$ cat config.mk
export PLATFORM = sky130hd
export DESIGN_NAME = text_console_cursor_engine
export DESIGN_NICKNAME = d
export VERILOG_FILES = /design/src/design/tcce_pkg.sv /design/src/design/text_console_cursor_engine.sv
export SDC_FILE = /design/constraint.sdc
export NUM_CORES = 1
export LEC_CHECK = 0
export ABC_AREA = 0
export ABC_CLOCK_PERIOD_IN_PS = 3100
export BUFFER_PORTS_ARGS = -buffer_cell sky130_fd_sc_hd__buf_2
export CAP_MARGIN = 20
export CORE_ASPECT_RATIO = 1.4
export CORE_MARGIN = 5
export CORE_UTILIZATION = 39
export DETAILED_ROUTE_END_ITERATION = 10
export PLACE_DENSITY = 0.58
export SKIP_LAST_GASP = 1
export SYNTH_ARGS = -nofsm -noshare
export SYNTH_HDL_FRONTEND = slang
export SYNTH_SLANG_ARGS = --single-unit
$ cat constraint.sdc
create_clock -name clock -period 3.1 [get_ports clock]
set_input_delay 0.155 -clock clock [delete_from_list [all_inputs] [get_ports clock]]
set_output_delay 0.155 -clock clock [all_outputs]
set_load 0.005 [all_outputs]
$ cat src/design/tcce_pkg.sv
// Shared types and constants for the text console cursor engine.
// No dependencies; used by the top level and its checker.
package tcce_pkg;

   localparam int SCREEN_COLS = 80;
   localparam int SCREEN_ROWS = 25;
   localparam int TAB_STOP    = 4;

   localparam int COL_W  = 7;
   localparam int ROW_W  = 5;
   localparam int CHAR_W = 8;

   localparam logic [CHAR_W-1:0] CHAR_NEWLINE = 8'd10;
   localparam logic [CHAR_W-1:0] CHAR_RETURN  = 8'd13;
   localparam logic [CHAR_W-1:0] CHAR_TAB     = 8'd9;
   localparam logic [CHAR_W-1:0] CHAR_SPACE   = 8'd32;
   localparam logic [CHAR_W-1:0] CHAR_BLANK   = 8'd0;
   localparam logic [CHAR_W-1:0] COLOR_RESET  = 8'd7;

   typedef enum logic [1:0] {
      OP_PUT   = 2'd0,
      OP_BACK  = 2'd1,
      OP_CLEAR = 2'd2,
      OP_SET   = 2'd3
   } op_type;

   typedef enum logic [1:0] {
      KIND_WRITE  = 2'd0,
      KIND_SCROLL = 2'd1,
      KIND_CLEAR  = 2'd2,
      KIND_REPORT = 2'd3
   } kind_type;

endpackage

$ cat src/design/text_console_cursor_engine.sv
// Sequence per command: accept, command step, report; a tab takes one command
// step per space written, and a wrap off the bottom line adds a scroll step.
// Throughput: one command at a time, paced by the sequencer feeding a single
// registered result slot; each result cycle waits while that slot is stalled.
// Reset: cursor at the origin, text color 7, no result pending, ready for a command.
module text_console_cursor_engine (
   input  logic                           clock,
   input  logic                           reset,
   input  logic                           req_valid,
   output logic                           req_ready,
   input  logic [1:0]                     req_operation,
   input  logic [tcce_pkg::CHAR_W-1:0]    req_char_code,
   input  logic [tcce_pkg::COL_W-1:0]     req_new_col,
   input  logic [tcce_pkg::ROW_W-1:0]     req_new_row,
   output logic                           rsp_valid,
   input  logic                           rsp_ready,
   output logic [1:0]                     rsp_kind,
   output logic [tcce_pkg::COL_W-1:0]     rsp_col,
   output logic [tcce_pkg::ROW_W-1:0]     rsp_row,
   output logic [tcce_pkg::CHAR_W-1:0]    rsp_cell_char,
   output logic [tcce_pkg::CHAR_W-1:0]    rsp_cell_color,
   output logic                           rsp_last,
   input  logic                           csr_wr_en,
   input  logic [tcce_pkg::CHAR_W-1:0]    csr_wr_data
);
   import tcce_pkg::*;

   typedef enum logic [3:0] {
      S_IDLE   = 4'b0001,
      S_CMD    = 4'b0010,
      S_SCROLL = 4'b0100,
      S_REPORT = 4'b1000
   } state_type;

   state_type           state_ff, state_in;
   logic [COL_W-1:0]    col_ff, col_in;
   logic [ROW_W-1:0]    row_ff, row_in;
   logic [CHAR_W-1:0]   color_ff;
   op_type              op_ff;
   logic [CHAR_W-1:0]   char_ff;
   logic [COL_W-1:0]    new_col_ff;
   logic [ROW_W-1:0]    new_row_ff;

   logic                rsp_valid_ff, rsp_valid_in;
   kind_type            kind_ff, kind_in;
   logic [COL_W-1:0]    rcol_ff, rcol_in;
   logic [ROW_W-1:0]    rrow_ff, rrow_in;
   logic [CHAR_W-1:0]   rchar_ff, rchar_in;
   logic [CHAR_W-1:0]   rcolor_ff, rcolor_in;
   logic                rlast_ff, rlast_in;

   logic                out_free, emit, req_xfer;
   logic [COL_W:0]      col_inc;
   logic [COL_W-1:0]    col_next;
   logic                wrap, at_bottom, is_tab;
   logic [ROW_W-1:0]    row_inc;
   logic [CHAR_W-1:0]   put_char;

   assign req_ready = (state_ff == S_IDLE);
   assign req_xfer  = req_valid && req_ready;
   assign out_free  = !rsp_valid_ff || rsp_ready;

   assign col_inc   = {1'b0, col_ff} + 1'b1;
   assign col_next  = col_inc[COL_W-1:0];
   assign wrap      = col_inc >= (COL_W+1)'(SCREEN_COLS);
   assign at_bottom = row_ff == ROW_W'(SCREEN_ROWS - 1);
   assign row_inc   = row_ff + 1'b1;
   assign is_tab    = (char_ff == CHAR_TAB);
   assign put_char  = is_tab ? CHAR_SPACE : char_ff;

   always_comb begin
      state_in  = state_ff;
      col_in    = col_ff;
      row_in    = row_ff;
      emit      = 1'b0;
      kind_in   = KIND_WRITE;
      rcol_in   = '0;
      rrow_in   = '0;
      rchar_in  = '0;
      rcolor_in = '0;
      rlast_in  = 1'b0;
      unique case (state_ff)
         S_IDLE: begin
            if (req_valid) begin
               state_in = S_CMD;
            end
         end
         S_CMD: begin
            if (out_free) begin
               state_in = S_REPORT;
               unique case (op_ff)
                  OP_PUT: begin
                     priority if (char_ff == CHAR_NEWLINE) begin
                        col_in = '0;
                        if (at_bottom) begin
                           emit    = 1'b1;
                           kind_in = KIND_SCROLL;
                        end else begin
                           row_in = row_inc;
                        end
                     end else if (char_ff == CHAR_RETURN) begin
                        col_in = '0;
                     end else begin
                        emit      = 1'b1;
                        kind_in   = KIND_WRITE;
                        rcol_in   = col_ff;
                        rrow_in   = row_ff;
                        rchar_in  = put_char;
                        rcolor_in = color_ff;
                        if (wrap) begin
                           col_in = '0;
                           if (at_bottom) begin
                              state_in = S_SCROLL;
                           end else begin
                              row_in = row_inc;
                           end
                        end else begin
                           col_in = col_next;
                           if (is_tab && ((col_next % TAB_STOP) != 0)) begin
                              state_in = S_CMD;
                           end
                        end
                     end
                  end
                  OP_BACK: begin
                     if (col_ff != '0) begin
                        col_in    = col_ff - 1'b1;
                        emit      = 1'b1;
                        rcol_in   = col_ff - 1'b1;
                        rrow_in   = row_ff;
                        rcolor_in = color_ff;
                        rchar_in  = CHAR_BLANK;
                     end else if (row_ff != '0) begin
                        row_in    = row_ff - 1'b1;
                        col_in    = COL_W'(SCREEN_COLS - 1);
                        emit      = 1'b1;
                        rcol_in   = COL_W'(SCREEN_COLS - 1);
                        rrow_in   = row_ff - 1'b1;
                        rcolor_in = color_ff;
                        rchar_in  = CHAR_BLANK;
                     end
                  end
                  OP_CLEAR: begin
                     emit    = 1'b1;
                     kind_in = KIND_CLEAR;
                     col_in  = '0;
                     row_in  = '0;
                  end
                  OP_SET: begin
                     col_in = (new_col_ff > COL_W'(SCREEN_COLS - 1)) ?
                              COL_W'(SCREEN_COLS - 1) : new_col_ff;
                     row_in = (new_row_ff > ROW_W'(SCREEN_ROWS - 1)) ?
                              ROW_W'(SCREEN_ROWS - 1) : new_row_ff;
                  end
               endcase
            end
         end
         S_SCROLL: begin
            if (out_free) begin
               emit     = 1'b1;
               kind_in  = KIND_SCROLL;
               state_in = S_REPORT;
            end
         end
         S_REPORT: begin
            if (out_free) begin
               emit     = 1'b1;
               kind_in  = KIND_REPORT;
               rcol_in  = col_ff;
               rrow_in  = row_ff;
               rlast_in = 1'b1;
               state_in = S_IDLE;
            end
         end
         default: begin
            state_in = S_IDLE;
         end
      endcase
   end

   always_comb begin
      priority if (emit) begin
         rsp_valid_in = 1'b1;
      end else if (rsp_ready) begin
         rsp_valid_in = 1'b0;
      end else begin
         rsp_valid_in = rsp_valid_ff;
      end
   end

   always_ff @(posedge clock) begin
      if (reset) begin
         state_ff     <= S_IDLE;
         col_ff       <= '0;
         row_ff       <= '0;
         color_ff     <= COLOR_RESET;
         rsp_valid_ff <= 1'b0;
      end else begin
         state_ff     <= state_in;
         col_ff       <= col_in;
         row_ff       <= row_in;
         rsp_valid_ff <= rsp_valid_in;
         if (csr_wr_en) begin
            color_ff <= csr_wr_data;
         end
      end
   end

   always_ff @(posedge clock) begin
      if (req_xfer) begin
         op_ff      <= op_type'(req_operation);
         char_ff    <= req_char_code;
         new_col_ff <= req_new_col;
         new_row_ff <= req_new_row;
      end
      if (emit) begin
         kind_ff   <= kind_in;
         rcol_ff   <= rcol_in;
         rrow_ff   <= rrow_in;
         rchar_ff  <= rchar_in;
         rcolor_ff <= rcolor_in;
         rlast_ff  <= rlast_in;
      end
   end

   assign rsp_valid      = rsp_valid_ff;
   assign rsp_kind       = kind_ff;
   assign rsp_col        = rcol_ff;
   assign rsp_row        = rrow_ff;
   assign rsp_cell_char  = rchar_ff;
   assign rsp_cell_color = rcolor_ff;
   assign rsp_last       = rlast_ff;

endmodule

Yosys cells after proc, flatten, opt, wreduce, memory -nomap -nowiden
Cells that the tools add are included.
Widths: inputs -> output; s select.
{ "word_totals": {"ff_bits": 78, "inputBits": 35, "wordCells": 128, "out_inout_bits": 33} }
{ "op_classes": {"reduce_logical": 16, "n_mux": 66, "magnitude_cmp": 3, "eq_ne": 20, "addsub": 4, "n_bitwise": 3} }
{ "ops": {"columns": ["cell", "n"], "rows": [
  ["$mux 7", 12],
  ["$mux 5", 13],
  ["$mux 4", 10],
  ["$mux 8", 4],
  ["$reduce_bool 32->1", 1],
  ["$pmux 7 s2", 2],
  ["$pmux 7 s4", 1],
  ["$eq 8x4->1 const B", 3],
  ["$pmux 5 s2", 2],
  ["$pmux 5 s4", 1],
  ["$pmux 4 s4", 1],
  ["$pmux 8 s2", 1],
  ["$ne 2x2->1 const B", 6],
  ["$mux 1", 11],
  ["$ne 3x3->1 const B", 3],
  ["$add 7x1->8 const B", 1],
  ["$ge 8x7->1 const B", 1],
  ["$gt 7x7->1 const B", 1],
  ["$reduce_bool 7->1", 1],
  ["$sub 7x1->7 const B", 1],
  ["$mux 2", 3],
  ["$mux 6", 1],
  ["$pmux 2 s3", 1],
  ["$reduce_and 6->1", 1],
  ["other kinds (26)", 30]
]} }

Logic depth before layout (Yosys ltp)
{ "logic_depth": {"ltp_word": 10, "depth_mapped": 9} }

Least setup slack after synthesis
No wires, ideal clock.
{ "synth_path": {"path_kind": "register to register", "start": "reg col_ff[0]", "end": "reg rchar_ff[0], in the netlist rsp_cell_char[0], enable pin", "t_arrival_ps": 2265, "required_time_ps": 2629, "period_less_slack_ps": 2736, "path_stages_with_launch": 9, "path_buffers": 1, "setup_time_ps": 471, "slack_ps": 364, "path_cell_list": "dfxtp_1 -> inv_1 -> ha_1 -> or4b_1 -> buf_2 -> nor3b_1 -> o21ai_0 -> nand2_1 -> nand2_1"} }
{ "synth_between": {"elab_chain_cells": 5} }
{ "synth_lines": {"columns": ["element", "line_no", "source"], "rows": [
  ["start: declaration", "text_console_cursor_engine.sv:36", "logic [COL_W-1:0] col_ff, col_in;"],
  ["start signal: assignment", "text_console_cursor_engine.sv:200", "col_ff <= col_in;"],
  ["$reduce_bool 7->1", "text_console_cursor_engine.sv:126", "if (col_ff != '0) begin"],
  ["$mux 1", "text_console_cursor_engine.sv:126", null],
  ["$pmux 1 s3", "text_console_cursor_engine.sv:91", "unique case (op_ff)"],
  ["$mux 1", "text_console_cursor_engine.sv:89", "if (out_free) begin"],
  ["$pmux 1 s2", "text_console_cursor_engine.sv:82", "unique case (state_ff)"],
  ["net emit", "text_console_cursor_engine.sv:52", "logic out_free, emit, req_xfer;"],
  ["end signal: assignment", "text_console_cursor_engine.sv:220", "rchar_ff <= rchar_in;"],
  ["end: declaration", "text_console_cursor_engine.sv:48", "logic [CHAR_W-1:0] rchar_ff, rchar_in;"]
]} }
The timed path passes the listed nets, and every way through them passes these cells.
A chain may end at the register's enable or synchronous reset.

Worst setup path after layout
{ "layout_path": {"start": "reg col_ff[0]", "end": "reg rcol_ff[0], in the netlist rsp_col[0], enable pin"} }
{ "layout_between": {"elab_chain_cells": 5} }
{ "layout_lines": {"columns": ["element", "line_no", "source"], "rows": [
  ["$reduce_bool 7->1", "text_console_cursor_engine.sv:126", null],
  ["$mux 1", "text_console_cursor_engine.sv:126", null],
  ["$pmux 1 s3", "text_console_cursor_engine.sv:91", null],
  ["$mux 1", "text_console_cursor_engine.sv:89", null],
  ["$pmux 1 s2", "text_console_cursor_engine.sv:82", null],
  ["net emit", "text_console_cursor_engine.sv:52", null],
  ["end signal: assignment", "text_console_cursor_engine.sv:218", "rcol_ff <= rcol_in;"],
  ["end: declaration", "text_console_cursor_engine.sv:46", "logic [COL_W-1:0] rcol_ff, rcol_in;"]
]} }
The timed path passes the listed nets, and every way through them passes these cells.

==> results.cfg <==
[grt]
grt_start_max_net_pins = 26
first_global_vias = 3109
grt_pass1_wl_um = 15320
antenna_found_initial = 0
grt_total_ovfl = 0
global_route.usage.total = 0.1624

[cts]
latest_clock_arrival_within_the_worst_skew_pair_ns = 0.34
ctsLongestPathBuffers = 2
cts_sinks = 78
cts_max_level = 3
cts.root.buffer_cell = sky130_fd_sc_hd__clkbuf_16
clkTransAtPathRegs_ns = 0.06
cts_inserted_buffers = 9
cts_setup_buffers = 0
tritoncts_clock_tree = yes
postCtsResizedCells = 0

[critical_path]
r2r.worst_path.cells = 8
endpoint_kind = register
sort_of_element_at_the_start_of_the_critical_path = register
worstReg2RegEnd = rsp_col[0]
r2r_setup_slack_ns = 0.26
critical_path_class = reg -> reg
critical_path.reg2reg.startpoint = col_ff[0]
cp.required_ns = 3.16
timing.critical_path.arrival_ns = 2.90
critical_path_peak_fanout = 25

[detailed_routing]
routed_wl_um = 9359
vias_per_cell = 5.265
detailedRoute.firstIterationViolations = 220
wl_per_cell_um = 15.42
ant_nets = 0
firstDrtPassIters = 4
route.detailed.drc = 0
vias = 3196

[timing]
rsz_0062_raised_after_global_routing = no
timing.clock.skew_ns = 0.007837
finalSetupTns_ns = 0
worst-slew-pin-transition_ns = 0.8479
min_period_ns = 2.840
finalHoldViolations = 0
achievable-frequency_mhz = 352.1
post-route-period-util = 0.9161
slew_headroom = 0.4317
report.final.setup_viol = 0
final-max-slew-violation-count = 0
timing.final.ws_setup_ns = 0.2600

[place]
place_area_um2 = 4417
portBuffers = 67
gpl.final_weighted_congestion = 0.9208
dp_worst_setup_slack_ns = 0.2600
dp_hpwl_um = 6884

[synth]
synth.cell_area_um2 = 3956
postSynthCellCount = 379
synth.yosys.seq_area_share = 0.5288
synth-edff-count = 53
synth_flop_cell = sky130_fd_sc_hd__edfxtp_1
synth_area_leader_cell = sky130_fd_sc_hd__edfxtp_1
yosysWarningCount = 0
synth_async_sr_flop_share = 0
mappedNetlistNets = 419
synth_largest_type_area_fraction = 0.4023
synth.lib_cells_used.distinct = 63
synthTopCellsByArea = sky130_fd_sc_hd__edfxtp_1 40%, sky130_fd_sc_hd__dfxtp_1 13%, sky130_fd_sc_hd__o21ai_0 3.4%
synth_seq_cells = 78
syn_avg_cell_area_um2 = 10.44

[min_path]
min_from = csr_wr_data[0]
min_to = color_ff[0]
holdPathStages = 3
hold_path.class = in -> reg

[layout]
layout-area-overhead-vs-synth_pct = 24.26
layout-drive-gt1-share = 0.2182
mostFrequentLayoutCells = 67 x sky130_fd_sc_hd__buf_2, 53 x sky130_fd_sc_hd__edfxtp_1, 27 x sky130_fd_sc_hd__o21ai_0, 27 x sky130_fd_sc_hd__nand2_1
finish.net_count = 507
antenna-diode-count = 0
most_common_cell_after_layout_fill_and_taps_aside = sky130_fd_sc_hd__buf_2
final_cell_area_um2 = 4916

[power_and_ir_drop]
power.leakage_nw = 1.846
power.density_nw_per_um2 = 475.8
max-vdd-ir-drop_mv = 0.2551

[floorplan]
floorplan_die_area_um2 = 12290
die_y_um = 129.2
i_o_pin_total = 68
initial_core_util = 0.3996
std_cell_rows = 43
dieWidth_um = 95.13
standard_cell_core_area_um2 = 9899

[run]
drv.max_cap_violation_count = 0

[status]
outcome = complete, no violations
flip-flops by register name (all words and copies together), names as in the netlist, 2 cells and up:
signal,count
rsp_kind,2
col_ff,7
new_row_ff,5
new_col_ff,7
op_ff,2
color_ff,8
row_ff,5
rsp_cell_char,8
rsp_cell_color,8
rsp_row,5
char_ff,8
rsp_col,7
state_ff,4
cell usage after synthesis, drive strengths merged, types with 9 or more instances:
library cell / number
a21oi: 19
and2: 16
clkbuf: 13
dfxtp: 25
edfxtp: 53
inv: 19
mux2i: 11
nand2: 27
nand3: 9
nor2: 25
nor3: 13
o21ai: 28
power by group:
group	switching (W)	internal (W)	total, W
Sequential	0.0000272	0.00115	0.00117
Combinational	0.000105	0.0000906	0.000196
Clock	0.000389	0.000581	0.000969
Total	0.000521	0.00182	0.00234
worst max-delay path by stage:
stage                         start          endpoint  slack, ns
final                     col_ff[0]        rsp_col[0]       0.26
after floorplan           col_ff[0]  rsp_cell_char[0]       0.36
after global routing      col_ff[0]        rsp_col[2]       0.03
after detailed placement  col_ff[0]        rsp_col[0]       0.26
after CTS                 col_ff[0]        rsp_col[0]       0.24
after global placement    col_ff[0]        rsp_row[4]       0.39
critical path, cell delays in order (launching register included):
cell,delay (ns)
sky130_fd_sc_hd__dfxtp_1,0.35
sky130_fd_sc_hd__inv_1,0.14
sky130_fd_sc_hd__ha_1,0.26
sky130_fd_sc_hd__or4b_1,0.60
sky130_fd_sc_hd__nor3b_1,0.42
sky130_fd_sc_hd__o21ai_0,0.15
sky130_fd_sc_hd__nand2_1,0.12
sky130_fd_sc_hd__nand2_1,0.20
sky130_fd_sc_hd__buf_4,0.32
timing repair:
action	4_1_cts	5_1_grt
endpoints found under the hold margin	22	0
setup endpoints to repair	0	0
hold buffers	22	0
per-stage QoR:
step | instances | util | total power, W | hold slack (ns)
2_1_floorplan | 379 | - | 0.001305 | 0.2539
6_report | 607 | 0.4966 | 0.002339 | 0.03415
4_1_cts | 607 | 0.4966 | 0.002366 | 0.03120
3_5_place_dp | 569 | 0.4462 | 0.001370 | 0.3331
5_1_grt | 607 | 0.4966 | 0.002444 | 0.04284
3_3_place_gp | 569 | 0.4462 | 0.001367 | 0.3310
metal layers:
metal  global-route usage  part of all wire
met5                    0                 0
met3              0.03659             0.051
met1               0.1950              0.41
met4              0.08836             0.025
met2               0.2676              0.51
area by class of cell:
class	count	area [um^2]
Tap cell	135	168.9
Fill cell	952	4984
Clock inverter	4	22.52
Timing Repair Buffer	98	623.1
Clock buffer	12	256.5
Multi-Input combinational cell	261	1682
Sequential cell	78	2092
Inverter	19	71.32
cells by family after synthesis:
logic type | after synthesis | synth area share
buffers and inverters | 40 | 0.04744
adder cells (fa/ha/maj) | 5 | 0.01581
XOR/XNOR | 7 | 0.01550
AND/OR/NAND/NOR | 143 | 0.2027
multiplexers | 11 | 0.02783
flip-flops | 78 | 0.5288
AO/OA/AOI/OAI | 95 | 0.1619
(Power assumes the default switching activity.)
